==> config.mk <==
export PLATFORM = sky130hd
export DESIGN_NAME = abr_trs_ram
export DESIGN_NICKNAME = d
export VERILOG_FILES = /design/src/rtl/abr_trs_ram.sv
export SDC_FILE = /design/constraint.sdc
export NUM_CORES = 1
export LEC_CHECK = 0
export ABC_AREA = 1
export BUFFER_PORTS_ARGS = -buffer_cell sky130_fd_sc_hd__buf_2
export CAP_MARGIN = 20
export CORE_MARGIN = 2
export CORE_UTILIZATION = 40
export CTS_CLUSTER_DIAMETER = 120
export DETAILED_ROUTE_END_ITERATION = 8
export GPL_ROUTABILITY_DRIVEN = 1
export GPL_TIMING_DRIVEN = 1
export MAX_ROUTING_LAYER = met4
export PLACE_DENSITY = 0.68
export SYNTH_ARGS = -nofsm -noshare
export SYNTH_HDL_FRONTEND = slang
export SYNTH_SLANG_ARGS = --single-unit
export TNS_END_PERCENT = 10
==> constraint.sdc <==
create_clock -name clk -period 3.85 [get_ports clk]
set_input_delay 1.155 -clock clk [delete_from_list [all_inputs] [get_ports clk]]
set_output_delay 1.155 -clock clk [all_outputs]
set_load 0.01 [all_outputs]
==> src/rtl/abr_trs_ram.sv <==
module abr_trs_ram #(
	parameter int WIDTH = 32,
	parameter int DEPTH = 8
) (
	input  logic                     clk,
	input  logic                     we,
	input  logic [$clog2(DEPTH)-1:0] waddr,
	input  logic [WIDTH-1:0]         wdata,
	input  logic [$clog2(DEPTH)-1:0] raddr,
	output logic [WIDTH-1:0]         rdata
);

	logic [WIDTH-1:0] mem_q [DEPTH];
	logic [WIDTH-1:0] rdata_q;

	// write port, registered read port (old data on a same-address write)
	always_ff @(posedge clk) begin
		if (we) begin
			mem_q[waddr] <= wdata;
		end
		rdata_q <= mem_q[raddr];
	end

	assign rdata = rdata_q;

endmodule

# Word level (Yosys, flattened, before mapping)
# Memories as Yosys holds them, arrays and structs flattened. A register that Yosys moved wholly into a read port is not among the register bits.
# Cells that the tools add are included.
op_classes:
  n_bitwise: 0
  n_shift: 0
  mul: 0
  order_cmp: 0
  div_mod_pow: 0
  n_addsub: 0
  reduce_logical: 0
  n_mux: 2
  eq_ne: 0
ops:
  columns: ["cell", "count"]
  rows:
  - ["1-bit 2-to-1 mux", 2]
totals:
  out_inout_bits: 32
  in_bits: 40
  romBits: 0
  register_bits: 0
  wordCells: 3
  ram_bits: 256
  latchBits: 0
  mem_count: 1
mem_list:
  columns: ["memory", "depth", "width", "rd", "rd_ports_with_merged_regs", "wr", "line", "text"]
  rows:
  - ["mem_q", 8, 32, 1, 1, 1, "13", "logic [WIDTH-1:0] mem_q [DEPTH];"]

# Longest topological paths before layout
depth:
  word_depth: 2
  mapped_depth: 8

# Worst setup path after synthesis
# No wires, ideal clock.
synth_timing:
  path_kind: "input to register"
  startpoint: "in waddr[0]"
  endpoint: "mem mem_q[0][0] (enable)"
  t_required_ps: 3429
  setup_time_ps: 421
  n_path_buf: 0
  stages: 3
  t_arrival_ps: 2651
  setup_slack_ps: 778
  path_cell_list: "inv_1 > nand2_1 > nor2_1"
synth_rtl:
  columns: ["element", "line", "text"]
  rows:
  - ["start: declaration", "7", "input logic [$clog2(DEPTH)-1:0] waddr,"]
  - ["end: declaration", "13", null]
# No word-level cell before the write port.

# Final worst setup path
layout_timing:
  startpoint: "reg rdata_q[0], in the netlist rdata[0], read port of mem_q"
  endpoint: "out rdata[0]"
layout_rtl:
  columns: ["element", "line", "text"]
  rows:
  - ["start: declaration", "14", "logic [WIDTH-1:0] rdata_q;"]
  - ["end: declaration", "10", "output logic [WIDTH-1:0] rdata"]
# No word-level cell between the ends.

==> summary.md <==
| Metric | Value |
|---|---|
| Routing usage on met3 | 2.73% |
| Combinational Power Share | 6.7% |
| Die Wd | 176 µm |
| Residual DRC | 0 |
| H-tree Lvls | 1 |
| Max Cap Viol | 0 |
| Fin nets | 1269 |
| Yosys top cell area share | 64.7% |
| CTS tree | done |
| Register Area | 8330 µm² |
| # setup viols final | 0 |
| Cts bufs inserted | 30 |
| Synth Instances | 1156 |
| Share of cells above drive strength 1 | 10.9% |
| Synth Area in Adders | 0% |
| Crit path kind | register to output pin |
| YS warnings | 0 |
| CTS root buf | clkbuf_16 |
| Clock power frac | 39.6% |
| Buffers added on ports | 71 |
| Post-synthesis cell type count | 12 |
| Setup_tns | 0 ns |
| Slowest cell on the critical path | dfxtp_1 |
| Drt pass-1 iters | 5 |
| Dpl hpwl | 14.1 mm |
| Total setup buffers inserted after CTS | 0 |
| Worst min path class | register to register |
| Final cell count without fillers | 1644 |
| Core ar. | 29400 µm² |
| WP data arrival | 1.05 ns |
| Reg power frac | 53.7% |
| Vias per Instance | 4.58 |
| CTS sink count | 288 |
| Syn_nets | 1196 |
| Fin. max-slew vios | 0 |
| Hold Buf Count CTS | 0 |
| Slew margin rel. | 51.4% |
| RSZ-0062 raised after global routing | no |
| Compound-Gate Fraction of Synth Area | 0% |
| Met2 GRT Util | 27.1% |
| Synth area leader | edfxtp_1 |
| Multi-input gate area | 2310 µm² |
| Starting Density | 40.4% |
| Rows | 63 |
| Sequential fraction of the synthesis area | 70.1% |
| Worst-path cell chain | buf_2 |
| Req. time, crit path | 2.69 ns |
| Worst path max stage delay | 0.37 ns |
| CTS Buffer Depth | 3 |
| Register bit total from synthesis | 288 |
| Post-Place Setup Slack | 1.14 ns |
| Post-synth EDFFs | 256 |
| Type of destination of the critical path | output pin |
| Setup slack after layout | 1.64 ns |
| CP Max Fanout | 1 |
| CTS resizes | 0 |
| Routability Congestion | 0.742 |
| Dpl cells | 1587 |
| Average wire per cell in the routed design | 15.1 µm |
| Placed Area | 12700 µm² |
| DIE HEIGHT | 176 µm |
| NetSw | 1.47 mW |
| DRT Wirelength | 24.8 mm |
| Fin. Hold Viols | 0 |
| Pin slew with the least headroom to its limit | 0.727 ns |
| Final Cell Area | 13600 µm² |
| Sw Share | 22.2% |
| GR peak layer | met2 |
| DIE AREA | 31100 µm² |
| DRT antenna net count | 0 |
| Initial antenna violation count | 1 |
| Num ports | 72 |
| Clk_lat worst skew | 0.54 ns |
| Overflow after GRT | 0 |
| Post-synth ARST share | 0% |
| Post-synth top cells | 422 x nand2_1, 260 x inv_1, 256 x edfxtp_1, 128 x nand3_1, 32 x dfxtp_1 |
| Mux contribution to synthesized area | 0% |
| Met1 usage in global routing | 22.4% |
| Vias in the first global route | 7530 |
| Int Power | 5.16 mW |
| Total leakage power | 6.22 nW |
| Worst Skew | 0.0113 ns |
| Gr usage total | 16.7% |
| Top cells by area, synth | edfxtp_1 65%, nand2_1 13%, inv_1 8.2% |
| PD cells | 488 nW/µm² |
| Worst setup SP type | register |
| Largest net degree at the start of global routing | 129 |
| CTS clk-pin slew, worst paths | 0.06 ns |
| Largest family of logic cells by synthesized area | simple AND/OR/NAND/NOR gates |
| Worst vdd ir | 328 µV |
| # fillers | 2687 |
| Hold_ws | 0.632 ns |
| Syn_area_per_cell | 10.3 µm² |
| Post-Synth XOR/XNOR Area | 0% |
| Cell area after technology mapping | 11900 µm² |
| Top-count cell post-synth | nand2_1 |
| DRT iter0 DRCs | 669 |
| Status | finished clean |
| CP delay by family, top | flip-flops |
| Fin crit share | 57.3% |
| First-pass GRT wire length | 39.7 mm |
| WP buf/inv | 1 |
| Top_reg_cell synth | edfxtp_1 |
| Area Growth Syn to Fin | 14.4% |
| Vias | 7531 |
| Simple-gate share of the synthesized area | 19.0% |
| Fmax | 453 MHz |
| Crit path time final | 2.21 ns |
[final cells by class]
class / instances / area share (%)
Clock buffer: 44 / 6.15
Timing Repair Buffer: 89 / 4.18
Inverter: 262 / 7.25
Antenna cell: 1 / 0.0184
Clock inverter: 12 / 0.442
Sequential cell: 288 / 61.3
Tap cell: 390 / 3.59
Multi-Input combinational cell: 558 / 17.0
[power groups by stage]
stage | logic, mW | clock network, mW | registers, mW
after floorplan | 0.252 | 0 | 3.64
after global placement | 0.440 | 0 | 3.62
after detailed placement | 0.450 | 0 | 3.63
after CTS | 0.452 | 2.67 | 3.56
after global routing | 0.508 | 2.80 | 3.57
final | 0.446 | 2.63 | 3.56
[cell usage in the layout, fill, tap and decap left out, types with 5 or more instances in the layout]
master / Yosys / layout
nand2_1: 422 / 422
buf_2: 20 / 70
edfxtp_1: 256 / 256
clkbuf_1: 7 / 12
inv_1: 260 / 260
buf_12: 0 / 6
clkinv_1: 0 / 6
clkbuf_16: 0 / 31
nand3_1: 128 / 128
dfxtp_1: 32 / 32
buf_4: 5 / 13
clkinv_2: 0 / 5
nor2_4: 0 / 8
[cells by family (layout without fill, tap and decap cells)]
family                 Yosys count  count (layout)
other                            0               1
buffers and inverters          310             407
AND/OR/NAND/NOR                558             558
flip-flops                     288             288
[metrics by stage]
stage | util (%) | total power, mW
2_1_floorplan | - | 3.89
3_3_place_gp | 43.1 | 4.06
3_5_place_dp | 43.1 | 4.08
4_1_cts | 46.2 | 6.68
5_1_grt | 46.2 | 6.88
6_report | 46.2 | 6.63
[path summary, 6_finish.rpt]
check	start	end	slack [ns]	cells past startpoint
setup / recovery	rdata[0]	rdata[0]	1.64	1
hold / removal	mem_q[5][22]	rdata[22]	0.63	6
setup reg to reg	mem_q[1][4]	rdata[4]	2.89	6
hold reg to reg	mem_q[5][22]	rdata[22]	0.63	6
[layer usage]
layer / part of all wire (%) / wire, µm
met5: 0 / 0
met4: 1.8 / 443
met3: 5.6 / 1400
met2: 47 / 11800
met1: 45 / 11200
[state kept, by name (all words and copies together), names as in the netlist]
| signal | flops |
|---|---|
| rdata | 32 |
| mem_q | 256 |
Note: power is estimated with default switching activity, not from simulation.
